`src/rtl/fcp_pkg.sv`:
```
// shared types, constants and helpers for the frustum corner and plane block
`timescale 1ns / 1ps
package fcp_pkg;

  localparam int FRAC_BITS_DEF = 16;
  localparam int REG_W = 31;
  localparam int CFG_ADDR_W = 3;
  localparam int IN_W = 288;
  localparam int OUT_W = 136;
  localparam int USER_W = 2;

  localparam logic [CFG_ADDR_W-1:0] REG_NEAR_DIST = 3'd0;
  localparam logic [CFG_ADDR_W-1:0] REG_FAR_DIST  = 3'd1;
  localparam logic [CFG_ADDR_W-1:0] REG_NEAR_HW   = 3'd2;
  localparam logic [CFG_ADDR_W-1:0] REG_NEAR_HH   = 3'd3;
  localparam logic [CFG_ADDR_W-1:0] REG_FAR_HW    = 3'd4;
  localparam logic [CFG_ADDR_W-1:0] REG_FAR_HH    = 3'd5;

  localparam logic [REG_W-1:0] RST_NEAR_DIST = 31'd65536;
  localparam logic [REG_W-1:0] RST_FAR_DIST  = 31'd6553600;
  localparam logic [REG_W-1:0] RST_NEAR_HW   = 31'd65536;
  localparam logic [REG_W-1:0] RST_NEAR_HH   = 31'd65536;
  localparam logic [REG_W-1:0] RST_FAR_HW    = 31'd6553600;
  localparam logic [REG_W-1:0] RST_FAR_HH    = 31'd6553600;

  localparam logic KIND_CORNER = 1'b0;
  localparam logic KIND_PLANE  = 1'b1;

  localparam logic signed [71:0] SAT_HI = 72'sd2147483647;
  localparam logic signed [71:0] SAT_LO = -72'sd2147483648;

  typedef logic signed [31:0] q_t;

  typedef struct packed {
    q_t [2:0] pos;
    q_t [2:0] dir;
    q_t [2:0] up;
    q_t [2:0] right;
  } job_t;

  typedef struct packed {
    logic [REG_W-1:0] near_dist;
    logic [REG_W-1:0] far_dist;
    logic [REG_W-1:0] near_hw;
    logic [REG_W-1:0] near_hh;
    logic [REG_W-1:0] far_hw;
    logic [REG_W-1:0] far_hh;
  } cfg_t;

  function automatic q_t sat32(input logic signed [71:0] v);
    if (v > SAT_HI) begin
      return 32'sh7FFFFFFF;
    end else if (v < SAT_LO) begin
      return 32'sh80000000;
    end
    return 32'(v);
  endfunction

endpackage

```
`src/rtl/fcp_queue.sv`:
```
// two-entry queue of poses between front and back
`timescale 1ns / 1ps
module fcp_queue import fcp_pkg::*; (
  input  logic clk,
  input  logic rst,
  input  logic wr_valid,
  output logic wr_ready,
  input  job_t wr_job,
  output logic rd_valid,
  input  logic rd_ready,
  output job_t rd_job
);

  job_t mem [2];
  logic wp, rp;
  logic [1:0] count;
  logic push, pop;

  assign wr_ready = (count != 2'd2);
  assign rd_valid = (count != 2'd0);
  assign rd_job = mem[rp];
  assign push = wr_valid && wr_ready;
  assign pop = rd_valid && rd_ready;

  always_ff @(posedge clk) begin
    if (push) begin
      mem[wp] <= wr_job;
    end
  end

  always_ff @(posedge clk) begin
    if (rst) begin
      wp <= 1'b0;
      rp <= 1'b0;
      count <= '0;
    end else begin
      if (push) wp <= ~wp;
      if (pop) rp <= ~rp;
      count <= count + {1'b0, push} - {1'b0, pop};
    end
  end

endmodule

```
`config.mk`:
```
export PLATFORM = sky130hd
export DESIGN_NAME = fcp_queue
export DESIGN_NICKNAME = d
export VERILOG_FILES = /design/src/rtl/fcp_pkg.sv /design/src/rtl/fcp_queue.sv
export SDC_FILE = /design/constraint.sdc
export NUM_CORES = 1
export LEC_CHECK = 0
export BUFFER_PORTS_ARGS = -buffer_cell sky130_fd_sc_hd__clkbuf_2
export CORE_AREA = 2 2 302 304
export CTS_CLUSTER_SIZE = 8
export DETAILED_ROUTE_END_ITERATION = 16
export DIE_AREA = 0 0 304 306
export PLACE_DENSITY = 0.51
export SYNTH_ARGS = -nofsm -noshare
export SYNTH_HDL_FRONTEND = slang
export SYNTH_SLANG_ARGS = --single-unit
export TNS_END_PERCENT = 10
```
`constraint.sdc`:
```
create_clock -name clk -period 25 [get_ports clk]
set_input_delay 2.5 -clock clk [delete_from_list [all_inputs] [get_ports clk]]
set_output_delay 2.5 -clock clk [all_outputs]
set_load 0.05 [all_outputs]
```
# == Word level (Yosys, flattened, before mapping) ==
# Memory sizes are Yosys's and may differ from the RTL's. A register that Yosys moved wholly into a read port is not among the register bits.
# Cells that the tools add are included.
# classes
mux,4
n_reduce_logical,3
add_sub_neg,2
bitwise,2
n_eq_ne,1
# ops
cell,count
two-way mux 1 bit,4
adder 2 x 1 -> 2 bit,1
logical AND 1 bit,2
"!= test 2 bit, second input constant",1
inverter 1 bit,2
nonzero test 2 bit,1
subtractor 2 x 1 -> 2 bit,1
# word_totals
wordCells,16
in_bits,388
memories,1
mem_bits_rw,768
out_inout_bits,386
reg_bits,4
# mem_list
memory,words,word_bits,read_ports,rd_ports_with_merged_regs,wr,line_no,text
mem,2,384,1,1,1,fcp_queue.sv:14,job_t mem [2];

# == Longest topological paths before layout ==
# logic_depth
ltp_word,4
depth_mapped,8
mapped_depth_nobuf,8

# == Worst setup path before layout ==
# No wires, ideal clock.
# synth_path
kind,input to register
startpoint,in wr_valid
endpoint,"mem mem[0][0] in the netlist's numbering, enable pin"
path_stages,2
t_arrival_ns,18.497
path_slack_ns,5.363
cell_sequence,nand2_1 nor2_1
# synth_between
elab_chain_cells,3
# synth_lines
item,line_no,text
"start, declared",fcp_queue.sv:6,"input logic wr_valid,"
logical AND 1 bit,fcp_queue.sv:22,assign push = wr_valid && wr_ready;
two-way mux 1 bit,fcp_queue.sv:26,if (push) begin
two-way mux 1 bit (not written as such),fcp_queue.sv:27,mem[wp] <= wr_job;
"end, declared",fcp_queue.sv:14,
# Every way passes these cells.

==> key figures <==
Detailed routing
  – Vias per cell: 4.43
  – DRT iter0 DRCs: between 700 and 800
  – Drt pass-1 iters: 4
  – Post-detailed-route wirelength per cell: roughly 22 um
  – Residual DRC: 0
  – Via count: around 15k
  – Routed Antenna Nets: 0
  – Wirelength, routed: between 70,000 and 80,000 um

CTS
  – CTS clk-pin slew, worst paths: roughly 0.05 ns
  – Setup Buffers After CTS: 0
  – CTS root buf: clkbuf_16
  – Worst-Skew Late Latency: 0.66 ns
  – CTS tree: done
  – Clk buf depth: 3
  – Cts-stage hold buffer count: 0
  – Post-cts sizing count: 0
  – TritonCTS Buffers: between 100 and 150
  – Clk sinks: between 700 and 800
  – H-tree levels: 3

STA
  – Fmax: roughly 130 MHz
  – Fin. Hold Viols: 0
  – Tightest Pin Transition: approximately 1.2 ns
  – Final critical-path share of the clock period: between 20% and 30%
  – RSZ-0062 raised after global routing: false
  – Setup Total Neg Slack: 0 ns
  – Minimum clock period after layout: 7.48 ns
  – Max Clock Skew: just under 0.03 ns
  – Pins over their slew limit: 0
  – Max-Slew Margin vs Limit: between 20% and 30%
  – Final setup vio count: 0

Setup path
  – CP required: 22.50 ns
  – CP max stage delay: ~0.96 ns
  – Terminus of the critical flop-to-flop path: mem[1][122]$_DFFE_PP_
  – Startpoint Class: register
  – Cells on worst reg2reg path: 5
  – Critical path arrival: 4.98 ns
  – R2r setup slk: slightly above 20 ns
  – Setup Crit Path Kind: reg -> out
  – Critical-path top delay cell: dfxtp_4
  – Crit path capture type: output port
  – Worst path top cell family by delay: buffers and inverters
  – Reg2reg start: count[0]$_SDFF_PP0_
  – Max FO, Critical Path: 127
  – Crit-path cells: buf_12 -> buf_4 -> buf_4 -> mux2_4 -> clkbuf_2
  – CP bufs+invs: 4
  – CP dominant cell by count: buf_4

Run
  – Total of max-cap violations: 0

Yosys
  – Warnings from Yosys: 0
  – Post-synthesis adder-cell area fraction: less than 1%
  – Synth top area cells: edfxtp_1 78%, mux2_4 18%, buf_6 1.1%
  – Top-count cell post-synth: edfxtp_1
  – Combinational family with the most area after synthesis: multiplexers
  – Synth Cell Area: between 0.02 and 0.03 mm2
  – Mapped Cells: ~1.2k
  – Compound-Gate Fraction of Synth Area: less than 1%
  – Synth Area in XOR/XNOR: less than 1%
  – Register bit total from synthesis: a little under 800
  – Async set-or-reset flop fraction in the synthesized netlist: 0%
  – Top FF cell, synth: edfxtp_1
  – Commonest cells post-synth: 768 x edfxtp_1, 360 x mux2_4, 28 x buf_6, 24 x mux2_2, 11 x buf_8
  – Register area share after synthesis: 78.5%
  – Syn Nets: between 1.5k and 2k
  – Share of the synthesized area in the top cell type: roughly four fifths
  – Simple-gate share of the synthesized area: less than 1%
  – Netlist cell types: 20
  – Mux share of post-synthesis cell area: approximately 19%
  – Post-synth EDFFs: 768
  – Cell taking the most area after synthesis: edfxtp_1
  – Post-Syn Area per Cell: 24.2 um2

Layout
  – Sequential cell area: 0.0232 mm2
  – Nets: approximately 2.5k
  – Post-route cell area: ~0.037 mm2
  – Fillers: 8,109
  – Area Overhead vs Synth: 26.7%
  – Layout cells sized above 1: between 60% and 70%
  – Multi-input gate area: 0.00581 mm2

Die
  – Cell row count: between 100 and 150
  – Area of the core: roughly 0.090 mm2
  – Die height: 306 um
  – Die area: between 0.09 and 0.1 mm2
  – Io pins: 774
  – Initial core utilization: between 30% and 40%
  – Die X: between 300 and 400 um

Global route
  – First-pass GRT wire length: roughly 100,000 um
  – Gr usage total: between 10% and 20%
  – Vias in the first global route: 15.9k
  – Aggregate global routing overflow: 0
  – Largest net degree at the start of global routing: approximately 130
  – Initial antenna violation count: 20

Power
  – Worst vdd ir: 0.0705 mV
  – Pwr dens: 120 mW/mm2
  – Leakage power: ~15 nW

Min path
  – HP Start: rp$_SDFFE_PP0P_
  – Worst hold path depth: 2
  – HP Class: reg -> reg

Placement
  – Detailed Place HPWL: ~50,000 um
  – Port bufs: roughly 770
  – Final Wtd Congestion: roughly 0.84
  – Area after DPL: between 0.03 and 0.04 mm2

Status
  – Outcome: finished, final reports clean
[registers in the layout, indices dropped and copies added (netlist names), named ones only]
signal,flops
mem,768
count,2
rp,1
wp,1
[through the flow]
step	cells	setup WS [ns]	utilization, %	power, mW	hold slack [ns]
finish	3286	17.52	41.7	4.49	0.510
global route	3282	17.30	41.7	4.65	0.552
CTS	3269	17.51	41.7	4.55	0.522
detailed placement	3140	18.26	38.5	3.26	0.516
global placement	3140	18.37	38.5	3.25	0.502
floorplan	1219	5.36	-	3.05	0.481
[worst max path at each step]
stage | slack, ns | to | startpoint | cells after the start
global route | 17.30 | rd_job[138] | register | 5
detailed placement | 18.26 | rd_job[138] | register | 5
global placement | 18.37 | rd_job[178] | register | 5
floorplan | 5.36 | mem[0][0]$_DFFE_PP_ | wr_valid | 2
finish | 17.52 | rd_job[138] | register | 5
CTS | 17.51 | rd_job[138] | register | 5
[cells in the final DEF, fill, tap and decap left out]
| cell | n |
|---|---|
| nor2_4 | 1 |
| mux2_1 | 1 |
| nor2_1 | 4 |
| nand2b_1 | 1 |
| diode_2 | 17 |
| clkbuf_16 | 109 |
| clkinv_2 | 1 |
| ha_1 | 2 |
| clkbuf_2 | 773 |
| or2_2 | 1 |
| clkinv_1 | 1 |
| buf_4 | 13 |
| nand2_1 | 1 |
| mux2_4 | 360 |
| clkbuf_1 | 12 |
| inv_6 | 4 |
| inv_1 | 1 |
| inv_16 | 1 |
| dfxtp_4 | 1 |
| bufinv_16 | 1 |
| nor2b_1 | 2 |
| xor2_1 | 1 |
| xnor2_1 | 2 |
| buf_12 | 2 |
| mux2_2 | 24 |
| o21a_1 | 1 |
| and3_4 | 1 |
| edfxtp_1 | 768 |
| dfxtp_1 | 4 |
[cells by family (layout without fill, tap and decap cells)]
| family | count (synthesis) | in the layout |
|---|---|---|
| compound gates | 1 | 1 |
| xor+xnor | 3 | 3 |
| fa+ha+maj | 2 | 2 |
| buf+inv | 44 | 918 |
| flops | 773 | 773 |
| mux | 385 | 385 |
| other cells | 0 | 17 |
| simple gates | 11 | 11 |
[layer usage]
layer | share of wire [%] | vias to the layer above | global-route usage (%) | routed length [um]
met5 | 0.038 | - | 0 | 27
met4 | 3.2 | 4 | 7.19 | 2300
met3 | 8.6 | 123 | 5.94 | 6190
met2 | 54 | 561 | 27.6 | 39100
met1 | 34 | 7307 | 14.4 | 24300
li1 | - | 6570 | - | -
[cell type report]
type,instances,area share [%]
antenna,17,0.114
clock inverter,8,0.251
clock buffer,121,7.42
timing repair buffer,788,10.7
multi-input combinational,402,15.6
tap,1176,3.94
sequential,773,62.0
inverter,1,0.0100
[worst register-to-register path: stages, from the launching register on]
cell	delay (ns)
dfxtp_1	0.36
nand2b_1	0.19
and3_4	0.89
buf_4	0.85
buf_4	0.82
buf_4	0.77
[power breakdown]
part	leakage, nW	internal, mW	switching (mW)
Sequential	7.22	1.63	0.0573
Combinational	6.02	0.465	1.06
Clock	1.41	0.775	0.494
Total	14.6	2.87	1.61
Power figures use the tool's default switching activity.
