`config.mk`:
```
export PLATFORM = sky130hd
export DESIGN_NAME = fcp_front
export DESIGN_NICKNAME = d
export VERILOG_FILES = /design/src/rtl/fcp_pkg.sv /design/src/rtl/fcp_front.sv
export SDC_FILE = /design/constraint.sdc
export NUM_CORES = 2
export LEC_CHECK = 0
export BUFFER_PORTS_ARGS = -buffer_cell sky130_fd_sc_hd__buf_2
export CORE_MARGIN = 2
export CORE_UTILIZATION = 55
export CTS_CLUSTER_DIAMETER = 200
export DETAILED_ROUTE_END_ITERATION = 10
export HOLD_SLACK_MARGIN = 0.12
export PLACE_DENSITY = 0.86
export SLEW_MARGIN = 10
export SYNTH_ARGS = -nofsm -noshare
export SYNTH_HDL_FRONTEND = slang
export SYNTH_SLANG_ARGS = --single-unit
```
`constraint.sdc`:
```
create_clock -name clk -period 9.45 [get_ports clk]
set_clock_uncertainty 0.2 [all_clocks]
set_input_delay 0.4725 -clock clk [delete_from_list [all_inputs] [get_ports clk]]
set_output_delay 0.4725 -clock clk [all_outputs]
set_load 0.02 [all_outputs]
```
`src/rtl/fcp_pkg.sv`:
```
// shared types, constants and helpers for the frustum corner and plane block
`timescale 1ns / 1ps
package fcp_pkg;

  localparam int FRAC_BITS_DEF = 16;
  localparam int REG_W = 31;
  localparam int CFG_ADDR_W = 3;
  localparam int IN_W = 288;
  localparam int OUT_W = 136;
  localparam int USER_W = 2;

  localparam logic [CFG_ADDR_W-1:0] REG_NEAR_DIST = 3'd0;
  localparam logic [CFG_ADDR_W-1:0] REG_FAR_DIST  = 3'd1;
  localparam logic [CFG_ADDR_W-1:0] REG_NEAR_HW   = 3'd2;
  localparam logic [CFG_ADDR_W-1:0] REG_NEAR_HH   = 3'd3;
  localparam logic [CFG_ADDR_W-1:0] REG_FAR_HW    = 3'd4;
  localparam logic [CFG_ADDR_W-1:0] REG_FAR_HH    = 3'd5;

  localparam logic [REG_W-1:0] RST_NEAR_DIST = 31'd65536;
  localparam logic [REG_W-1:0] RST_FAR_DIST  = 31'd6553600;
  localparam logic [REG_W-1:0] RST_NEAR_HW   = 31'd65536;
  localparam logic [REG_W-1:0] RST_NEAR_HH   = 31'd65536;
  localparam logic [REG_W-1:0] RST_FAR_HW    = 31'd6553600;
  localparam logic [REG_W-1:0] RST_FAR_HH    = 31'd6553600;

  localparam logic KIND_CORNER = 1'b0;
  localparam logic KIND_PLANE  = 1'b1;

  localparam logic signed [71:0] SAT_HI = 72'sd2147483647;
  localparam logic signed [71:0] SAT_LO = -72'sd2147483648;

  typedef logic signed [31:0] q_t;

  typedef struct packed {
    q_t [2:0] pos;
    q_t [2:0] dir;
    q_t [2:0] up;
    q_t [2:0] right;
  } job_t;

  typedef struct packed {
    logic [REG_W-1:0] near_dist;
    logic [REG_W-1:0] far_dist;
    logic [REG_W-1:0] near_hw;
    logic [REG_W-1:0] near_hh;
    logic [REG_W-1:0] far_hw;
    logic [REG_W-1:0] far_hh;
  } cfg_t;

  function automatic q_t sat32(input logic signed [71:0] v);
    if (v > SAT_HI) begin
      return 32'sh7FFFFFFF;
    end else if (v < SAT_LO) begin
      return 32'sh80000000;
    end
    return 32'(v);
  endfunction

endpackage

```
`src/rtl/fcp_front.sv`:
```
// front end: takes a pose and forms the right vector with one shared multiplier
`timescale 1ns / 1ps
module fcp_front import fcp_pkg::*; #(
  parameter int FRAC_BITS = FRAC_BITS_DEF
) (
  input  logic            clk,
  input  logic            rst,
  input  logic            in_valid,
  output logic            in_ready,
  input  logic [IN_W-1:0] in_data,
  output logic            q_valid,
  input  logic            q_ready,
  output job_t            q_job
);

  localparam logic [1:0] F_IDLE = 2'd0;
  localparam logic [1:0] F_MUL  = 2'd1;
  localparam logic [1:0] F_PUSH = 2'd2;

  logic [1:0] st;
  logic [2:0] cnt;
  logic [2:0] tag;
  job_t job;
  q_t fa, fb;
  logic signed [63:0] prod, prod_sh, half;
  logic accept;

  assign in_ready = (st == F_IDLE) || (st == F_PUSH && q_ready);
  assign accept = in_valid && in_ready;
  assign q_valid = (st == F_PUSH);
  assign q_job = job;
  assign tag = cnt - 3'd1;
  assign prod_sh = prod >>> FRAC_BITS;

  always_comb begin
    fa = '0;
    fb = '0;
    case (cnt)
      3'd0: begin fa = job.dir[1]; fb = job.up[2]; end
      3'd1: begin fa = job.dir[2]; fb = job.up[1]; end
      3'd2: begin fa = job.dir[2]; fb = job.up[0]; end
      3'd3: begin fa = job.dir[0]; fb = job.up[2]; end
      3'd4: begin fa = job.dir[0]; fb = job.up[1]; end
      3'd5: begin fa = job.dir[1]; fb = job.up[0]; end
      default: begin fa = '0; fb = '0; end
    endcase
  end

  always_ff @(posedge clk) begin
    prod <= 64'($signed(fa)) * 64'($signed(fb));
  end

  always_ff @(posedge clk) begin
    if (rst) begin
      st <= F_IDLE;
      cnt <= '0;
    end else begin
      if (accept) begin
        for (int i = 0; i < 3; i++) begin
          job.pos[i] <= in_data[32*i +: 32];
          job.dir[i] <= in_data[96 + 32*i +: 32];
          job.up[i]  <= in_data[192 + 32*i +: 32];
        end
      end
      case (st)
        F_IDLE: begin
          if (accept) begin
            st <= F_MUL;
            cnt <= '0;
          end
        end
        F_MUL: begin
          if (cnt != 3'd0) begin
            if (!tag[0]) begin
              half <= prod_sh;
            end else begin
              job.right[tag[2:1]] <= sat32(72'(half - prod_sh));
            end
          end
          if (cnt == 3'd6) begin
            st <= F_PUSH;
          end
          cnt <= cnt + 3'd1;
        end
        F_PUSH: begin
          if (q_ready) begin
            if (accept) begin
              st <= F_MUL;
              cnt <= '0;
            end else begin
              st <= F_IDLE;
            end
          end
        end
        default: st <= F_IDLE;
      endcase
    end
  end

endmodule

```
=== Word-level counts from Yosys, hierarchy flattened ===
Index checks and enable logic that the tools add are counted.

* Register bits after elaboration: 501
* Input bits: 292
* Output and inout port bits: 386
* Word-level logic and storage cells: 82

* Add/sub/neg operators: 3
* Multipliers: 1
* Magnitude comparators: 4
* Equal/unequal tests: 11
* Multiplexer cells: 26
* Bitwise logic cells: 2
* Reductions and logical operators: 19

{| class="wikitable"
|+ Operator list
! operator !! count
|-
| 2-to-1 mux 32 bit || 8
|-
| one-hot mux 32 bit (3 select lines) || 2
|-
| bitwise mux 96 bit || 1
|-
| demux 32 bit (select 2 bit) || 1
|-
| multiplier 32 x 32 -> 64 bit || 1
|-
| > comparator 49 x 32 -> 1 bit, second input constant || 1
|-
| less-than comparator 49 x 32 -> 1 bit, second input constant || 1
|-
| subtractor 48 x 48 -> 49 bit || 1
|-
| OR reduction 2 bit || 6
|-
| equality test 3 bit, second input constant || 3
|-
| one-hot mux 3 bit (3 select lines) || 1
|-
| AND reduction 4 bit || 2
|-
| 2-to-1 mux 1 bit || 7
|-
| equality test 3 x 2 -> 1 bit, second input constant || 2
|-
| 2-to-1 mux 2 bit || 3
|-
| 2-to-1 mux 3 bit || 2
|-
| one-hot mux 2 bit (3 select lines) || 1
|-
| nonzero test 3 bit || 2
|-
| != test 2 bit, second input constant || 2
|-
| AND reduction 2 bit || 2
|-
| adder 3 x 1 -> 3 bit, second input constant || 1
|-
| equality test 3 x 1 -> 1 bit, second input constant || 1
|-
| logical AND 1 bit || 3
|-
| zero test 3 bit || 1
|-
| other kinds (10) || 11
|}

=== Logic depth before layout (Yosys ltp) ===
* Depth in word-level cells: 14
* Gate-level depth with buffers: 41
* Depth with buffers taken out: 34

=== Worst setup path before layout ===
No wires, ideal clock.

* Path type: reg2reg
* From: reg cnt[0]
* To: reg prod[63]
* Library setup time: 72 ps
* Arrival: 9916 ps
* Data required time: 9178 ps
* Slack: -738 ps
* Cell stages (with the launch flop): 38
* Path buffers: 6
* Period minus slack after synthesis: 10188 ps
* Cell sequence: dfxtp_1 > inv_1 > ha_1 > clkbuf_1 > nand2_1 > o21ai_0 > clkbuf_1 > clkbuf_1 > a22oi_1 > and2_1 > clkbuf_1 > clkbuf_1 > nor2_1 > fa_1 > fa_1 > fa_1 > inv_1 > fa_1 > (+2 left out) > fa_1 > inv_1 > fa_1 > fa_1 > inv_1 > ha_1 > clkbuf_1 > a21o_1 > a21o_1 > a21oi_1 > o21bai_1 > a21o_1 > a21oi_1 > o21bai_1 > a21oi_1 > o311ai_0 > a21oi_1 > xnor2_1

* Cells in the longest elaborated chain, start to end: 4
* Elaborated cells on any way between the ends: 15
* Classes of those cells: mul: 1; eq/ne: 5; mux: 2; reduce/logical: 7

{| class="wikitable"
|+ Ends and longest elaborated chain
! what !! line !! source
|-
| from (decl) || fcp_front.sv:21 || <nowiki>logic [2:0] cnt;</nowiki>
|-
| from (signal assigned) || fcp_front.sv:83 || <nowiki>cnt <= cnt + 3'd1;</nowiki>
|-
| equality test 3 bit (tied with other cells) || fcp_front.sv:38 || <nowiki>case (cnt)</nowiki>
|-
| OR reduction 2 bit (no line) || n/a ||
|-
| one-hot mux 32 bit (3 select lines) || fcp_front.sv:38 ||
|-
| multiplier 32 x 32 -> 64 bit (*) || fcp_front.sv:50 || <nowiki>prod <= 64'($signed(fa)) * 64'($signed(fb));</nowiki>
|-
| to (signal assigned) || fcp_front.sv:50 ||
|-
| to (decl) || fcp_front.sv:25 || <nowiki>logic signed [63:0] prod, prod_sh, half;</nowiki>
|}

Every way passes the cells marked *; elsewhere a longest branch is shown, timed or not.
A chain may end at the register's enable or synchronous reset.

=== Worst setup path in the final report ===
* From: reg cnt[0]
* To: reg prod[59]

The elaborated chain is that of the path after synthesis.

==> summary.txt <==
Distinct cells, synth: 76
Chip Width: 316.9 um
Starting density of the core: 55.60%
Tightest Hold Check Type: in -> reg
Core Region: 0.09685 sq mm
Max Clk Rate: 106.5 MHz
Synthesis-to-finish area growth: 21.81%
Asr flop ratio synth: 0%
Skew-Pair Late Insertion Delay: 0.67 ns
Largest net degree at the start of global routing: 167
Synth Cell Area: 0.05385 sq mm
Die Span Y: 316.9 um
Net count after synthesis: 6773
Startpoint Class: flop
Reg area: 0.01404 sq mm
Final Wtd Congestion: 1.125
Syn Area/Cell: 10.43 sq um
Final hold vios: 0
Share of post-route cells with drive strength above 1: 18.71%
Fin crit period: 9.388 ns
Root Driver: clkbuf_16
Worst setup EP type: flop
DRT Wirelength: 208000 um
Worst EP required: 9.81 ns
Residual DRC count: 0
Final ANT Viol Nets: 0
WL/cell: 27.63 um
Vias in the first global route: 46160
Max incr delay on CP: 0.57 ns
Total clock sinks: 485
GRT met3 Usage: 19.34%
Final period utilization: 99.35%
Met2 Usage GRT: 60.87%
Ports: 678
RSZ-0062 raised after global routing: true
Layout Utilization: 67.73%
Met1 Use GR: 49.84%
Fillers: 7105
Via-to-Cell Ratio: 5.836
Placed cells: 7078
Final Max Slew Viols: 0
CP arrival: 9.75 ns
Clock transition at path regs: 0.06 ns
Area leader, netlist: fa_1
Final std cells w/o fill: 7528
Synth top area share: 40.23%
1st-pass router iterations: 9
Slew HR: 22.04%
Crit path top cell by count: fa_1
Area contributors post-synth: fa_1 40%, edfxtp_1 24%, inv_1 7.2%
Synth Flop Type: edfxtp_1
CTS max path bufs: 3
Initial detailed-routing violation count: 5101
Total global-route track usage: 41.88%
Crit path kind: reg -> reg
H-tree depth: 2
Total number of vias: 43930
Die area: 0.1004 sq mm
Worst slew pin tran: 1.169 ns
Worst-path fanout max: 15
Max Cap Viol: 0
Hpwl dp: 165300 um
Warnings from Yosys: 0
Area of the multi-input gates: 0.03543 sq mm
First-pass GRT wire length: 299700 um
Seq/Total Area, Yosys: 26.06%
Nets: 7791
Post-synth EDFFs: 432
Status: finished, final reports clean
FP Rows: 114
CTS buffer count: 54
CP max-delay cell: fa_1
Final setup viols: 0
Synthesis-stage register bit count: 485
TritonCTS clock tree: done
Global-route layer with the greatest usage: met2
Cell count after synthesis: 5165
Input/output buffers: 677
Global route overflow: 0
Initial antenna violation count: 37
## cell families after synthesis
family / share of synthesized area (%)
XOR/XNOR: 1.708
buffers and inverters: 8.999
flip-flops: 26.06
multiplexers: 0.09991
adder cells (fa/ha/maj): 45.66
AND/OR/NAND/NOR: 11.84
AO/OA/AOI/OAI: 5.632
## sequential cells by signal (all words and copies together), names as in the netlist
name	flops
q_job	384
st	2
cnt	3
half	48
prod	48
## critical path: cells and delay by family (launching register included)
| kind | cells | cell delay [ns] |
|---|---|---|
| and+or+nand+nor | 5 | 1.00 |
| buffers and inverters | 7 | 1.00 |
| AOI/OAI and AO/OA | 11 | 2.01 |
| adders and majority gates | 10 | 4.66 |
| DFF | 1 | 0.40 |
## final timing paths
kind	from	end	slack, ns	cells after the start
hold reg to reg	prod[49]	half[33]	0.23	0
hold / removal	in_valid	cnt[0]	0.14	4
setup / recovery	cnt[0]	prod[59]	0.06	33
setup reg to reg	cnt[0]	prod[59]	0.06	33
## Yosys cell counts, types with 4 or more instances
cell type	n
a211o_1	4
a211oi_1	8
a21o_1	66
a21oi_1	126
a221oi_1	5
a222oi_1	5
a22oi_1	57
a31o_2	6
a31oi_1	9
a32o_1	4
and2_0	5
and2_1	57
and3_1	13
and4_1	7
buf_1	9
clkbuf_1	239
dfxtp_1	53
edfxtp_1	432
fa_1	1082
ha_1	234
inv_1	1033
nand2_1	667
nand2b_1	29
nand3_1	21
nand4_1	25
nor2_1	596
nor2b_1	11
nor3_1	19
nor3b_1	4
nor4_1	37
o211ai_1	39
o21a_1	10
o21ai_0	50
o21bai_1	15
o31ai_1	4
or2_2	18
xnor2_1	70
xor2_1	35
## what timing repair did
action                                  4_1_cts  5_1_grt
cloned                                        1        5
pin swaps                                     7       19
resized for setup                            22      123
endpoints found under the hold margin       293        0
hold buffers                                290        0
endpoints found under the setup margin       16       27
buffers inserted                             11       17
## metal layers
metal / up-vias / routed length (um)
met4: 34 / 17660
met1: 21890 / 70750
li1: 17960 / -
met5: - / 364
met3: 795 / 30870
met2: 3254 / 88370
## cell usage in the layout (no fill, tap or decap), types with 57 or more instances in the layout
master            n
buf_4           193
ha_1            225
fa_1           1078
a21oi_1         121
dlygate4sd3_1   290
edfxtp_1        432
nor2_1          587
xnor2_1          69
buf_2           677
clkbuf_16        57
a21o_1           66
nand2_1         648
inv_1          1027
## area by class of cell
cell class              count  share of cell area, %
diodes                     25                0.09537
clock buffers              61                  2.133
clock inverters            39                 0.7630
inverters                1034                  5.934
multi-input cells        3397                  54.01
flip-flops and latches    485                  21.41
well taps                1276                  2.434
repair buffers           1211                  13.22
## stage by stage
| step | TNS, ns | cell area, sq um | hold slack [ns] | worst slack [ns] |
|---|---|---|---|---|
| after floorplan | 0 | 53880 | 0.2082 | 0.009695 |
| after global placement | -0.4072 | 59860 | 0.2131 | -0.1338 |
| after detailed placement | -2.186 | 59860 | 0.2156 | -0.2575 |
| after CTS | 0 | 64880 | 0.1254 | 0.001434 |
| after global routing | -0.1451 | 65560 | 0.1817 | -0.05719 |
| final | 0 | 65590 | 0.1427 | 0.06165 |
Power is not shown: default switching activity piles up to over one toggle a cycle in this logic, so the estimate is an artifact.
